`src/hdl/bitr_pkg.sv`:
```
// package for the beat interval tracker: types, codes and fixed widths
// used by the controller, the datapath and the top level
package bitr_pkg;

    localparam int TIME_W     = 32;
    localparam int MS_W       = 16;
    localparam int STR_W      = 17;
    localparam int LIMIT_W    = 3;
    localparam int CONF_W     = 2;
    localparam int S_TDATA_W  = 72;
    localparam int M_TDATA_W  = 136;
    localparam int TUSER_W    = 3;
    localparam int CFG_ADDR_W = 2;
    localparam int CFG_DATA_W = 16;

    localparam logic [STR_W-1:0] STRENGTH_MAX = 17'd65536;

    localparam logic [MS_W-1:0]    MIN_INTERVAL_RST = 16'd300;
    localparam logic [MS_W-1:0]    MAX_INTERVAL_RST = 16'd1000;
    localparam logic [MS_W-1:0]    EVENT_WINDOW_RST = 16'd80;
    localparam logic [LIMIT_W-1:0] STABLE_LIMIT_RST = 3'd4;

    localparam logic [CFG_ADDR_W-1:0] REG_MIN_INTERVAL = 2'd0;
    localparam logic [CFG_ADDR_W-1:0] REG_MAX_INTERVAL = 2'd1;
    localparam logic [CFG_ADDR_W-1:0] REG_EVENT_WINDOW = 2'd2;
    localparam logic [CFG_ADDR_W-1:0] REG_STABLE_LIMIT = 2'd3;

    typedef enum logic [2:0] {
        ST_IDLE,
        ST_EVAL,
        ST_UPDATE,
        ST_DIVIDE,
        ST_OUTPUT
    } bitr_state_t;

    typedef struct packed {
        logic capture;
        logic eval;
        logic update;
        logic div_step;
        logic out_load;
    } bitr_cmd_t;

    typedef struct packed {
        logic phase_valid;
    } bitr_stat_t;

endpackage

```
`src/hdl/bitr_ctrl.sv`:
```
// controller for the beat interval tracker: request sequencing, divider
// step count and output valid; uses bitr_pkg
module bitr_ctrl #(
    parameter int PHASE_BITS = 16
) (
    input  logic                clk,
    input  logic                rst_n,
    input  logic                s_tvalid,
    output logic                s_tready,
    output logic                m_tvalid,
    input  logic                m_tready,
    input  bitr_pkg::bitr_stat_t stat,
    output bitr_pkg::bitr_cmd_t  cmd
);

    localparam int DIV_STEPS = 32 + PHASE_BITS;
    localparam int CNT_W     = $clog2(DIV_STEPS);

    bitr_pkg::bitr_state_t state_reg, state_next;
    logic [CNT_W-1:0]      cnt_reg, cnt_next;
    logic                  m_tvalid_reg, m_tvalid_next;

    always_ff @(posedge clk or negedge rst_n)
    begin
        if (!rst_n)
        begin
            state_reg    <= bitr_pkg::ST_IDLE;
            cnt_reg      <= '0;
            m_tvalid_reg <= 1'b0;
        end
        else
        begin
            state_reg    <= state_next;
            cnt_reg      <= cnt_next;
            m_tvalid_reg <= m_tvalid_next;
        end
    end

    always_comb
    begin
        state_next = state_reg;
        cnt_next   = cnt_reg;
        cmd        = '0;
        s_tready   = 1'b0;
        case (state_reg)
            bitr_pkg::ST_IDLE:
            begin
                s_tready = 1'b1;
                if (s_tvalid)
                begin
                    cmd.capture = 1'b1;
                    state_next  = bitr_pkg::ST_EVAL;
                end
            end
            bitr_pkg::ST_EVAL:
            begin
                cmd.eval   = 1'b1;
                state_next = bitr_pkg::ST_UPDATE;
            end
            bitr_pkg::ST_UPDATE:
            begin
                cmd.update = 1'b1;
                cnt_next   = CNT_W'(DIV_STEPS - 1);
                state_next = stat.phase_valid ? bitr_pkg::ST_DIVIDE : bitr_pkg::ST_OUTPUT;
            end
            bitr_pkg::ST_DIVIDE:
            begin
                cmd.div_step = 1'b1;
                cnt_next     = cnt_reg - 1'b1;
                if (cnt_reg == '0)
                begin
                    state_next = bitr_pkg::ST_OUTPUT;
                end
            end
            bitr_pkg::ST_OUTPUT:
            begin
                if (!m_tvalid_reg || m_tready)
                begin
                    cmd.out_load = 1'b1;
                    state_next   = bitr_pkg::ST_IDLE;
                end
            end
            default:
            begin
                state_next = bitr_pkg::ST_IDLE;
            end
        endcase
    end

    always_comb
    begin
        if (cmd.out_load)
        begin
            m_tvalid_next = 1'b1;
        end
        else if (m_tready)
        begin
            m_tvalid_next = 1'b0;
        end
        else
        begin
            m_tvalid_next = m_tvalid_reg;
        end
    end

    assign m_tvalid = m_tvalid_reg;

endmodule

```
`src/hdl/bitr_dp.sv`:
```
// datapath for the beat interval tracker: config registers, event and lock
// state, interval checks, serial phase divider and output register; uses bitr_pkg
module bitr_dp #(
    parameter int TOLERANCE_DIVISOR = 4,
    parameter int PHASE_BITS        = 16
) (
    input  logic                                clk,
    input  logic                                rst_n,
    input  logic                                cfg_we,
    input  logic [bitr_pkg::CFG_ADDR_W-1:0]     cfg_addr,
    input  logic [bitr_pkg::CFG_DATA_W-1:0]     cfg_wdata,
    input  logic [bitr_pkg::S_TDATA_W-1:0]      s_tdata,
    input  logic [bitr_pkg::TUSER_W-1:0]        s_tuser,
    input  bitr_pkg::bitr_cmd_t                 cmd,
    output bitr_pkg::bitr_stat_t                stat,
    output logic [bitr_pkg::M_TDATA_W-1:0]      m_tdata,
    output logic [bitr_pkg::TUSER_W-1:0]        m_tuser
);

    localparam int TW    = bitr_pkg::TIME_W;
    localparam int MW    = bitr_pkg::MS_W;
    localparam int SW    = bitr_pkg::STR_W;
    localparam int LW    = bitr_pkg::LIMIT_W;
    localparam int DIVW  = TW + PHASE_BITS;
    localparam int PRODW = MW + 1 + 5;

    // config
    logic [MW-1:0] min_iv_reg, max_iv_reg, window_reg;
    logic [LW-1:0] limit_reg;

    // captured request
    logic [TW-1:0] now_reg;
    logic          silent_reg, onset_reg, bass_reg;
    logic [SW-1:0] on_s_reg, bass_s_reg;

    // tracker state
    logic [TW-1:0] last_reg, last_next;
    logic [MW-1:0] pe_reg, pe_next;
    logic [LW-1:0] sc_reg, sc_next;
    logic [TW-1:0] count_reg, count_next;
    logic [TW-1:0] etime_reg, etime_next;
    logic          hon_reg, hon_next, hbass_reg, hbass_next;
    logic [SW-1:0] hon_s_reg, hon_s_next, hbass_s_reg, hbass_s_next;
    logic          beat_reg, beat_next;

    // evaluation results
    logic [TW-1:0] age_e_reg, iv_e_reg;
    logic          active_e_reg, range_e_reg, near1_reg, near2_reg, near3_reg;

    // per-request results and divider
    logic [TW-1:0]                 age_out_reg, age_out_next;
    logic [bitr_pkg::CONF_W-1:0]   conf_reg, conf_next;
    logic                          valid_next;
    logic [TW-1:0]                 elapsed_next;
    logic [DIVW-1:0]               num_reg;
    logic [MW-1:0]                 rem_reg;
    logic [PHASE_BITS-1:0]         q_reg;
    logic [MW:0]                   rem_sh;
    logic                          rem_ge;
    logic [PHASE_BITS+MW-1:0]      q_ext;

    // output register
    logic [bitr_pkg::M_TDATA_W-1:0] m_tdata_reg;
    logic [bitr_pkg::TUSER_W-1:0]   m_tuser_reg;

    logic [TW-1:0] age_c;
    logic [MW:0]   iv17, iv2, pe17, pe2;

    function automatic logic near_chk(input logic [MW:0] a, input logic [MW:0] b);
        logic [MW:0]    big;
        logic [MW:0]    sml;
        logic [PRODW-1:0] prod;
        big  = (a > b) ? a : b;
        sml  = (a > b) ? b : a;
        prod = PRODW'(big - sml) * PRODW'(TOLERANCE_DIVISOR);
        return (a != '0) && (b != '0) && (prod <= PRODW'(big));
    endfunction

    function automatic logic [SW-1:0] sat_str(input logic [SW-1:0] s);
        return (s > bitr_pkg::STRENGTH_MAX) ? bitr_pkg::STRENGTH_MAX : s;
    endfunction

    function automatic logic [MW-1:0] iv_e_next_lo(input logic [TW-1:0] n, input logic [TW-1:0] l);
        logic [TW-1:0] d;
        d = n - l;
        return d[MW-1:0];
    endfunction

    // config writes
    always_ff @(posedge clk or negedge rst_n)
    begin
        if (!rst_n)
        begin
            min_iv_reg <= bitr_pkg::MIN_INTERVAL_RST;
            max_iv_reg <= bitr_pkg::MAX_INTERVAL_RST;
            window_reg <= bitr_pkg::EVENT_WINDOW_RST;
            limit_reg  <= bitr_pkg::STABLE_LIMIT_RST;
        end
        else if (cfg_we)
        begin
            case (cfg_addr)
                bitr_pkg::REG_MIN_INTERVAL: min_iv_reg <= cfg_wdata[MW-1:0];
                bitr_pkg::REG_MAX_INTERVAL: max_iv_reg <= cfg_wdata[MW-1:0];
                bitr_pkg::REG_EVENT_WINDOW: window_reg <= cfg_wdata[MW-1:0];
                bitr_pkg::REG_STABLE_LIMIT: limit_reg  <= cfg_wdata[LW-1:0];
                default:                    limit_reg  <= limit_reg;
            endcase
        end
    end

    // request capture
    always_ff @(posedge clk)
    begin
        if (cmd.capture)
        begin
            now_reg    <= s_tdata[TW-1:0];
            on_s_reg   <= s_tdata[TW+SW-1:TW];
            bass_s_reg <= s_tdata[TW+2*SW-1:TW+SW];
            silent_reg <= s_tuser[0];
            onset_reg  <= s_tuser[1];
            bass_reg   <= s_tuser[2];
        end
    end

    // age, interval and closeness checks
    assign age_c = ((etime_reg == '0) || (now_reg < etime_reg)) ? '1 : now_reg - etime_reg;
    assign iv17  = {1'b0, iv_e_next_lo(now_reg, last_reg)};
    assign iv2   = {iv17[MW-1:0], 1'b0};
    assign pe17  = {1'b0, pe_reg};
    assign pe2   = {pe_reg, 1'b0};

    always_ff @(posedge clk)
    begin
        if (cmd.eval)
        begin
            age_e_reg    <= age_c;
            active_e_reg <= (age_c <= TW'(window_reg));
            iv_e_reg     <= (last_reg == '0) ? '0 : now_reg - last_reg;
            range_e_reg  <= ((now_reg - last_reg) >= TW'(min_iv_reg))
                         && ((now_reg - last_reg) <= TW'(max_iv_reg));
            near1_reg    <= near_chk(iv17, pe17);
            near2_reg    <= near_chk(iv2, pe17);
            near3_reg    <= near_chk(iv17, pe2);
        end
    end

    // state update
    always_comb
    begin
        logic          accepted;
        logic [MW+1:0] blend;
        last_next    = last_reg;
        pe_next      = pe_reg;
        sc_next      = sc_reg;
        count_next   = count_reg;
        etime_next   = etime_reg;
        hon_next     = active_e_reg & hon_reg;
        hbass_next   = active_e_reg & hbass_reg;
        hon_s_next   = active_e_reg ? hon_s_reg : '0;
        hbass_s_next = active_e_reg ? hbass_s_reg : '0;
        beat_next    = active_e_reg & beat_reg;
        age_out_next = age_e_reg;
        conf_next    = '0;
        valid_next   = 1'b0;
        accepted     = onset_reg | bass_reg;
        blend        = (MW+2)'(pe_reg) * (MW+2)'(3) + (MW+2)'(iv_e_reg[MW-1:0]);
        if (silent_reg)
        begin
            last_next    = '0;
            pe_next      = (sc_reg <= LW'(1)) ? '0 : pe_reg;
            sc_next      = '0;
            hon_next     = 1'b0;
            hbass_next   = 1'b0;
            hon_s_next   = '0;
            hbass_s_next = '0;
            beat_next    = 1'b0;
        end
        else
        begin
            if (accepted)
            begin
                if (iv_e_reg != '0)
                begin
                    if (!range_e_reg)
                    begin
                        pe_next = (sc_reg <= LW'(1)) ? '0 : pe_reg;
                        sc_next = '0;
                    end
                    else if (pe_reg == '0)
                    begin
                        pe_next = iv_e_reg[MW-1:0];
                    end
                    else if (near1_reg && !near2_reg && !near3_reg)
                    begin
                        pe_next = blend[MW+1:2];
                        if (sc_reg < limit_reg)
                        begin
                            sc_next = sc_reg + 1'b1;
                        end
                    end
                    else
                    begin
                        pe_next = iv_e_reg[MW-1:0];
                        sc_next = '0;
                    end
                end
                last_next    = now_reg;
                count_next   = count_reg + 1'b1;
                etime_next   = now_reg;
                age_out_next = '0;
                hon_next     = onset_reg;
                hbass_next   = bass_reg;
                hon_s_next   = onset_reg ? sat_str(on_s_reg) : '0;
                hbass_s_next = bass_reg ? sat_str(bass_s_reg) : '0;
            end
            valid_next = (pe_next >= min_iv_reg) && (pe_next != '0) && (last_next != '0);
            if (valid_next)
            begin
                conf_next = (sc_next > LW'(2)) ? 2'd2 : sc_next[1:0];
                if (accepted && (sc_next != '0))
                begin
                    beat_next = 1'b1;
                end
            end
        end
        elapsed_next = now_reg - last_next;
    end

    always_ff @(posedge clk or negedge rst_n)
    begin
        if (!rst_n)
        begin
            last_reg    <= '0;
            pe_reg      <= '0;
            sc_reg      <= '0;
            count_reg   <= '0;
            etime_reg   <= '0;
            hon_reg     <= 1'b0;
            hbass_reg   <= 1'b0;
            hon_s_reg   <= '0;
            hbass_s_reg <= '0;
            beat_reg    <= 1'b0;
        end
        else if (cmd.update)
        begin
            last_reg    <= last_next;
            pe_reg      <= pe_next;
            sc_reg      <= sc_next;
            count_reg   <= count_next;
            etime_reg   <= etime_next;
            hon_reg     <= hon_next;
            hbass_reg   <= hbass_next;
            hon_s_reg   <= hon_s_next;
            hbass_s_reg <= hbass_s_next;
            beat_reg    <= beat_next;
        end
    end

    // phase divider: restoring division of {elapsed, zeros} by the estimate
    assign rem_sh = {rem_reg, num_reg[DIVW-1]};
    assign rem_ge = (rem_sh >= {1'b0, pe_reg});

    always_ff @(posedge clk)
    begin
        if (cmd.update)
        begin
            age_out_reg <= age_out_next;
            conf_reg    <= conf_next;
            num_reg     <= {elapsed_next, {PHASE_BITS{1'b0}}};
            rem_reg     <= '0;
            q_reg       <= '0;
        end
        else if (cmd.div_step)
        begin
            num_reg <= {num_reg[DIVW-2:0], 1'b0};
            rem_reg <= rem_ge ? MW'(rem_sh - {1'b0, pe_reg}) : rem_sh[MW-1:0];
            q_reg   <= {q_reg[PHASE_BITS-2:0], rem_ge};
        end
    end

    assign stat.phase_valid = valid_next;
    assign q_ext = {{MW{1'b0}}, q_reg};

    // output register
    always_ff @(posedge clk)
    begin
        if (cmd.out_load)
        begin
            m_tdata_reg <= {4'b0, pe_reg, conf_reg, q_ext[MW-1:0], hbass_s_reg, hon_s_reg,
                            age_out_reg, count_reg};
            m_tuser_reg <= {beat_reg, hbass_reg, hon_reg};
        end
    end

    assign m_tdata = m_tdata_reg;
    assign m_tuser = m_tuser_reg;

endmodule

```
`src/hdl/beat_interval_tracker_top.sv`:
```
// beat interval tracker, one request in and one request out at a time;
// an accepted request passes capture, evaluation and state update, then the
// one-bit-per-cycle restoring phase divider when a phase is computed, then
// loads the output register once that is free; no new request is taken before
// that load, and the output register frees the input side
// rst_n clears config to defaults and all tracker state to zero at once
module beat_interval_tracker_top #(
    parameter int TOLERANCE_DIVISOR = 4,
    parameter int PHASE_BITS        = 16
) (
    input  logic                            clk,
    input  logic                            rst_n,
    input  logic                            s_tvalid,
    output logic                            s_tready,
    // frame_time_ms[31:0], onset_level[48:32], kick_level[65:49], zero fill
    input  logic [bitr_pkg::S_TDATA_W-1:0]  s_tdata,
    // silent[0], onset[1], kick_onset[2]
    input  logic [bitr_pkg::TUSER_W-1:0]    s_tuser,
    output logic                            m_tvalid,
    input  logic                            m_tready,
    // event_count[31:0], event_age[63:32], onset_level_held[80:64],
    // kick_level_held[97:81], pulse_phase[113:98], pulse_conf[115:114],
    // period_estimate_ms[131:116], zero fill
    output logic [bitr_pkg::M_TDATA_W-1:0]  m_tdata,
    // onset_held[0], bass_held[1], beat[2]
    output logic [bitr_pkg::TUSER_W-1:0]    m_tuser,
    input  logic                            cfg_we,
    input  logic [bitr_pkg::CFG_ADDR_W-1:0] cfg_addr,
    input  logic [bitr_pkg::CFG_DATA_W-1:0] cfg_wdata
);

    bitr_pkg::bitr_cmd_t  cmd;
    bitr_pkg::bitr_stat_t stat;

    bitr_ctrl #(
        .PHASE_BITS (PHASE_BITS)
    ) u_ctrl (
        .clk      (clk),
        .rst_n    (rst_n),
        .s_tvalid (s_tvalid),
        .s_tready (s_tready),
        .m_tvalid (m_tvalid),
        .m_tready (m_tready),
        .stat     (stat),
        .cmd      (cmd)
    );

    bitr_dp #(
        .TOLERANCE_DIVISOR (TOLERANCE_DIVISOR),
        .PHASE_BITS        (PHASE_BITS)
    ) u_dp (
        .clk       (clk),
        .rst_n     (rst_n),
        .cfg_we    (cfg_we),
        .cfg_addr  (cfg_addr),
        .cfg_wdata (cfg_wdata),
        .s_tdata   (s_tdata),
        .s_tuser   (s_tuser),
        .cmd       (cmd),
        .stat      (stat),
        .m_tdata   (m_tdata),
        .m_tuser   (m_tuser)
    );

endmodule

```
`config.mk`:
```
export PLATFORM = sky130hd
export DESIGN_NAME = beat_interval_tracker_top
export DESIGN_NICKNAME = d
export VERILOG_FILES = /design/src/hdl/bitr_pkg.sv /design/src/hdl/bitr_ctrl.sv /design/src/hdl/bitr_dp.sv /design/src/hdl/beat_interval_tracker_top.sv
export SDC_FILE = /design/constraint.sdc
export NUM_CORES = 1
export LEC_CHECK = 0
export BUFFER_PORTS_ARGS = -buffer_cell sky130_fd_sc_hd__buf_2
export CAP_MARGIN = 30
export CORE_UTILIZATION = 36
export CTS_BUF_LIST = sky130_fd_sc_hd__clkbuf_4 sky130_fd_sc_hd__clkbuf_8
export CTS_CLUSTER_SIZE = 20
export DETAILED_ROUTE_END_ITERATION = 7
export MAX_ROUTING_LAYER = met4
export SLEW_MARGIN = 20
export SYNTH_ARGS = -nofsm -noshare
export SYNTH_HDL_FRONTEND = slang
export SYNTH_SLANG_ARGS = --single-unit
```
`constraint.sdc`:
```
create_clock -name clk -period 7.4 [get_ports clk]
set_input_delay 0.37 -clock clk [delete_from_list [all_inputs] [get_ports clk]]
set_output_delay 0.37 -clock clk [all_outputs]
set_load 0.005 [all_outputs]
```
==> results.ini, run 1 <==
[drt]
drt_iter0_drc = 2146
via_per_inst = 5.503
drtPass1Iterations = 6
finalWirelength_um = 112900
avgRoutedWirePerCell_um = 21.18
drc_errors = 0
via_count = 29330
detail-route-antenna-nets = 0

[global_routing]
grt_usage = 0.2302
grt_pass1_wl_um = 171000
grt-ovfl-total = 0
antenna_found_initial = 3
grt_max_degree = 132
grt_pass1_vias = 28290

[timing]
period_share = 0.9656
drv_slew = 0
slew_headroom = 0.3523
setup_violations = 0
worstMarginPinSlew_ns = 0.9658
hold_violations = 0
rsz0062_at_grt = true
whs_ns = 0.1066
fmax_mhz = 140.0
skew_ns = 0.05093
min_period_ns = 7.145
fin_tns_setup_ns = 0
fin_ws_ns = 0.2547

[worst_setup_path]
cp-end-kind = flip-flop
r2r_slack_ns = 0.25
r2r-end = u_dp.near1_reg$_DFFE_PN_
cp.required_ns = 7.97
crit_top_cell = a21oi_1
cpPeakStageDelay_ns = 0.41
critPathMaxFanout = 7
crit_slowest_cell = edfxtp_1
worstRegToRegCells = 33
rr_startpoint = u_dp.now_reg[0]$_DFFE_PP_
crit_path_start_kind = flip-flop
worstSetupPathType = reg2reg
critPathArrivalTime_ns = 7.72

[logic_synthesis]
synth_ff_type = edfxtp_1
yosysWarnings = 0
synth.avg_cell_area_um2 = 10.09
synth-edff-count = 339
postSynthCellCount = 3520
ys_seq_elements = 584
syn-cell-area_um2 = 35510
ys_async_sr_fraction = 0.3647
yosysUniqueCellTypes = 104
ys_seq_area_frac = 0.4553

[die]
die_area_um2 = 99900
die_y_um = 316.1
io_pins = 239
core_area_um2 = 97140
rows = 114
start_util = 0.3656
dieWidth_um = 316.1

[clocking]
clockRootBuffer = clkbuf_8
clk_latency_ns = 0.74
cts.clk_slew.worst_paths_ns = 0.07
clkSinkCount = 584
numCtsBuffers = 99
ctsLongestPathBuffers = 3
cts_tree = done
h-tree-depth = 3

[final_layout]
syn_to_final_growth_pct = 19.23
largest_register_ffs = 132
fin_cells = 5330
drive_above_1_share = 0.1799
final_nets = 4383

[place]
port_buffers = 228
pre_cts_slack_ns = 0.1009
dpl.hpwl_um = 81990
dp_cells = 5045
place.gp.congestion = 0.9663

[min_path]
min_to = u_dp.limit_reg[0]$_DFFE_PN0P_
hold_class = in2reg
hp-start = cfg_addr[1]
min_path_cells = 3

[status]
status = finished clean

[flow_run]
drv_cap = 0

Yosys cell counts, drive strengths merged, types with 35 or more instances:
cell    instances  area share
o21ai         250       0.036
ha            297        0.10
nand3          78       0.011
o21a           44      0.0093
nand2b         35      0.0062
a21oi         177       0.025
xor2           64       0.016
nor2          174       0.019
buf            37      0.0051
a22o           61       0.015
xnor2         102       0.025
nor3           54      0.0078
inv           199       0.021
and2           50      0.0088
clkbuf        110       0.012
mux2           42       0.013
dfrtp         200        0.14
o211ai         37      0.0081
nand2         413       0.044
edfxtp        339        0.29
nor4           59       0.011
a21o           98       0.021
nand4          77       0.014
cells in the final DEF (no fill, tap or decap), drive strengths merged, types with 22 or more instances in the layout:
master,count
ha,297
nand2b,35
edfxtp,339
a21o,98
a31oi,25
nor2,174
and2,50
clkbuf,133
a211oi,29
nor2b,29
nand2,413
nand4,77
and3,31
o21a,44
xnor2,102
dfrtp,200
dlygate4sd3,87
a21boi,30
or2,22
clkinv,40
or3,28
a21oi,177
a22o,61
buf,404
o211ai,37
nand3,78
dfxtp,32
mux2,42
o22ai,23
nor4,59
o21ai,250
inv,208
nor3,54
xor2,64
final cells by class:
type / count / area, µm²
fill: 9327 / 54800
tap: 1276 / 1597
multi-input combinational: 2590 / 18300
timing repair buffer: 491 / 3425
clock inverter: 52 / 420.4
sequential: 584 / 16170
inverter: 202 / 760.7
clock buffer: 133 / 1668
antenna: 2 / 5.005
metrics by stage:
step           cell area, µm²  utilization
3_3_place_gp            39030       0.4018
4_1_cts                 41990       0.4323
6_report                42340       0.4359
2_1_floorplan           35540            -
5_1_grt                 42340       0.4359
3_5_place_dp            39030       0.4019
how the worst max path moves through the flow:
stage / startpoint / end / slack, ns / cells after the start
floorplan: u_dp.now_reg[0]$_DFFE_PP_ / u_dp.near2_reg$_DFFE_PN_ / -0.50 / 39
global placement: u_dp.now_reg[0]$_DFFE_PP_ / u_dp.near1_reg$_DFFE_PN_ / 0.15 / 33
detailed placement: u_dp.now_reg[0]$_DFFE_PP_ / u_dp.near2_reg$_DFFE_PN_ / 0.10 / 37
CTS: u_dp.now_reg[0]$_DFFE_PP_ / u_dp.near3_reg$_DFFE_PN_ / 0.09 / 32
global route: u_dp.now_reg[0]$_DFFE_PP_ / u_dp.near2_reg$_DFFE_PN_ / -0.14 / 36
finish: u_dp.now_reg[0]$_DFFE_PP_ / u_dp.near1_reg$_DFFE_PN_ / 0.25 / 33
repair_timing:
item                                   4_1_cts  5_1_grt
hold buffers                                87        0
setup endpoints to repair                    0        3
resized for setup                            0       58
endpoints found under the hold margin      202        0
setup buffers                                0        9
metal layers:
metal	wire length (µm)	up-vias	track usage
met2	51800	962	0.3609
met1	50760	14230	0.3083
met5	0	-	-
met3	6728	190	0.03048
met4	3604	0	0.07257
li1	-	13950	-
worst max-delay path, delay by kind of cell (launching register included):
| family | cells | cell delay [ns] |
|---|---|---|
| simple gates | 5 | 1.02 |
| buf+inv | 5 | 0.58 |
| flops | 1 | 0.41 |
| xor+xnor | 2 | 0.43 |
| compound gates | 15 | 2.98 |
| mux | 1 | 0.29 |
| fa+ha+maj | 5 | 1.31 |
logic make-up after synthesis:
| family | after synthesis | synth area share |
|---|---|---|
| AOI/OAI and AO/OA | 952 | 0.1816 |
| DFF | 584 | 0.4553 |
| buffers and inverters | 349 | 0.03816 |
| muxes | 55 | 0.01709 |
| other | 1 | 0.0001056 |
| adders and majority gates | 317 | 0.1159 |
| xor gates and xnor gates | 166 | 0.04094 |
| and+or+nand+nor | 1096 | 0.1509 |
Power of run 1 is not shown: default switching activity piles up to over one toggle a cycle in this logic, so the estimate is an artifact.
==> run 2, diff against run 1 <==
Settings changed: PLACE_DENSITY set to 0.61.
==> run 2 against run 1 <==
Clock skew grew 0.015 ns; register-to-register slack gained 0.06 ns; final area shrank 0.21%; non-clock buffer count shrank 8; wire length shrank 3.3%; sequential share of layout area grew 0.079 points; critical path type unchanged; critical endpoint is now u_dp.near3_reg$_DFFE_PN_; highest routed layer unchanged.
==> results.ini, run 2 (same netlist as run 1, synthesis figures left out) <==
[drt]
drc_errors = 0
drtPass1Iterations = 8
via_count = 29310
finalWirelength_um = 109100
via_per_inst = 5.507
detail-route-antenna-nets = 0
drt_iter0_drc = 2483
avgRoutedWirePerCell_um = 20.51

[status]
status = finished clean

[worst_setup_path]
worstSetupPathType = reg2reg
cp.buffers_inverters = 6
crit_path_start_kind = flip-flop
critPathArrivalTime_ns = 7.70
r2r_slack_ns = 0.31
cpPeakStageDelay_ns = 0.44
crit_slowest_cell = a2111oi_1
cpLargestDelayFamily = compound AO/OA/AOI/OAI gates
critPathMaxFanout = 7
cp.required_ns = 8.02
cp-end-kind = flip-flop

[final_layout]
final_nets = 4372
syn_to_final_growth_pct = 18.98
largest_register_ffs = 132
final_core_util = 0.4350
layout_common_cells = nand2_1, edfxtp_1, ha_1, o21ai_0, buf_2
drive_above_1_share = 0.1789
final_common_cell = nand2_1

[die]
die_y_um = 316.1
core_area_um2 = 97140
dieWidth_um = 316.1
start_util = 0.3656
io_pins = 239
rows = 114
die_area_um2 = 99900

[clocking]
clkSinkCount = 584
ctsLongestPathBuffers = 3
numCtsBuffers = 96
clockRootBuffer = clkbuf_8
cts.clk_slew.worst_paths_ns = 0.07
clk_latency_ns = 0.74
cts_tree = done
h-tree-depth = 3

[global_routing]
antenna_found_initial = 4
grt_pass1_vias = 27540
grt_usage = 0.2206
grt_max_degree = 134
grt_pass1_wl_um = 163700
grt-ovfl-total = 0

[place]
dpl.hpwl_um = 79440
port_buffers = 228
place.gp.congestion = 0.9952

[min_path]
hold_class = in2reg

[timing]
fmax_mhz = 141.1
skew_ns = 0.06605
drv_slew = 0
worstMarginPinSlew_ns = 1.128
period_share = 0.9575
min_period_ns = 7.085
setup_violations = 0
slew_headroom = 0.2467
hold_violations = 0

[flow_run]
drv_cap = 0

==> run 2: final cells by class <==
type                    count  area [µm²]
diodes                      5       12.51
clock buffers             133        1643
clock inverters            49       350.3
fillers                  9278       54890
inverters                 202       760.7
multi-input cells        2590       18320
flip-flops and latches    584       16170
well taps                1276        1597
repair buffers            483        3398
==> run 2: repair_timing <==
item	in CTS	in global routing
hold buffers	87	0
setup endpoints to repair	0	3
resized for setup	0	57
hold endpoints to repair	201	0
buffers inserted	0	7
==> run 2: worst register-to-register path, delay by kind of cell (launching register included) <==
kind	cells	cell delay, ns
AOI/OAI and AO/OA	13	3.21
xor gates and xnor gates	1	0.17
adders and majority gates	4	1.17
buffers and inverters	6	0.84
DFF	1	0.41
and+or+nand+nor	7	1.24
==> run 2: metrics by stage <==
step	area (µm²)	hold slack [ns]	setup WS [ns]	TNS, ns	instances
6_report	42250	0.1030	0.3145	0	5322
3_5_place_dp	38940	0.4045	0.06371	0	5035
5_1_grt	42250	0.06412	-0.08732	-0.1621	5321
4_1_cts	41800	0.02193	0.1149	0	5304
3_3_place_gp	38920	0.4035	0.07859	0	5034
2_1_floorplan	35540	0.07441	-0.4977	-0.4977	3523
==> run 2: routing by layer <==
layer,part of all wire,global-route usage
met1,0.44,0.2937
met2,0.45,0.3346
met3,0.074,0.04140
met4,0.037,0.07828
met5,0,-
==> run 2: path summary, 6_finish.rpt <==
kind                                               startpoint                              end  cells after the start
worst max-delay path                u_dp.now_reg[0]$_DFFE_PP_         u_dp.near3_reg$_DFFE_PN_                     31
worst min-delay path                              cfg_addr[1]    u_dp.limit_reg[2]$_DFFE_PN1P_                      3
worst max register to register      u_dp.now_reg[0]$_DFFE_PP_         u_dp.near3_reg$_DFFE_PN_                     31
worst min register to register  u_dp.age_out_reg[5]$_DFFE_PP_       u_dp.m_tdata[37]$_DFFE_PP_                      0
max in group asynchronous                               rst_n    u_dp.last_reg[16]$_DFFE_PN0P_                      4
min in group asynchronous                               rst_n  u_dp.hbass_s_reg[9]$_DFFE_PN0P_                      2
Power of run 2 is left out for the same reason.
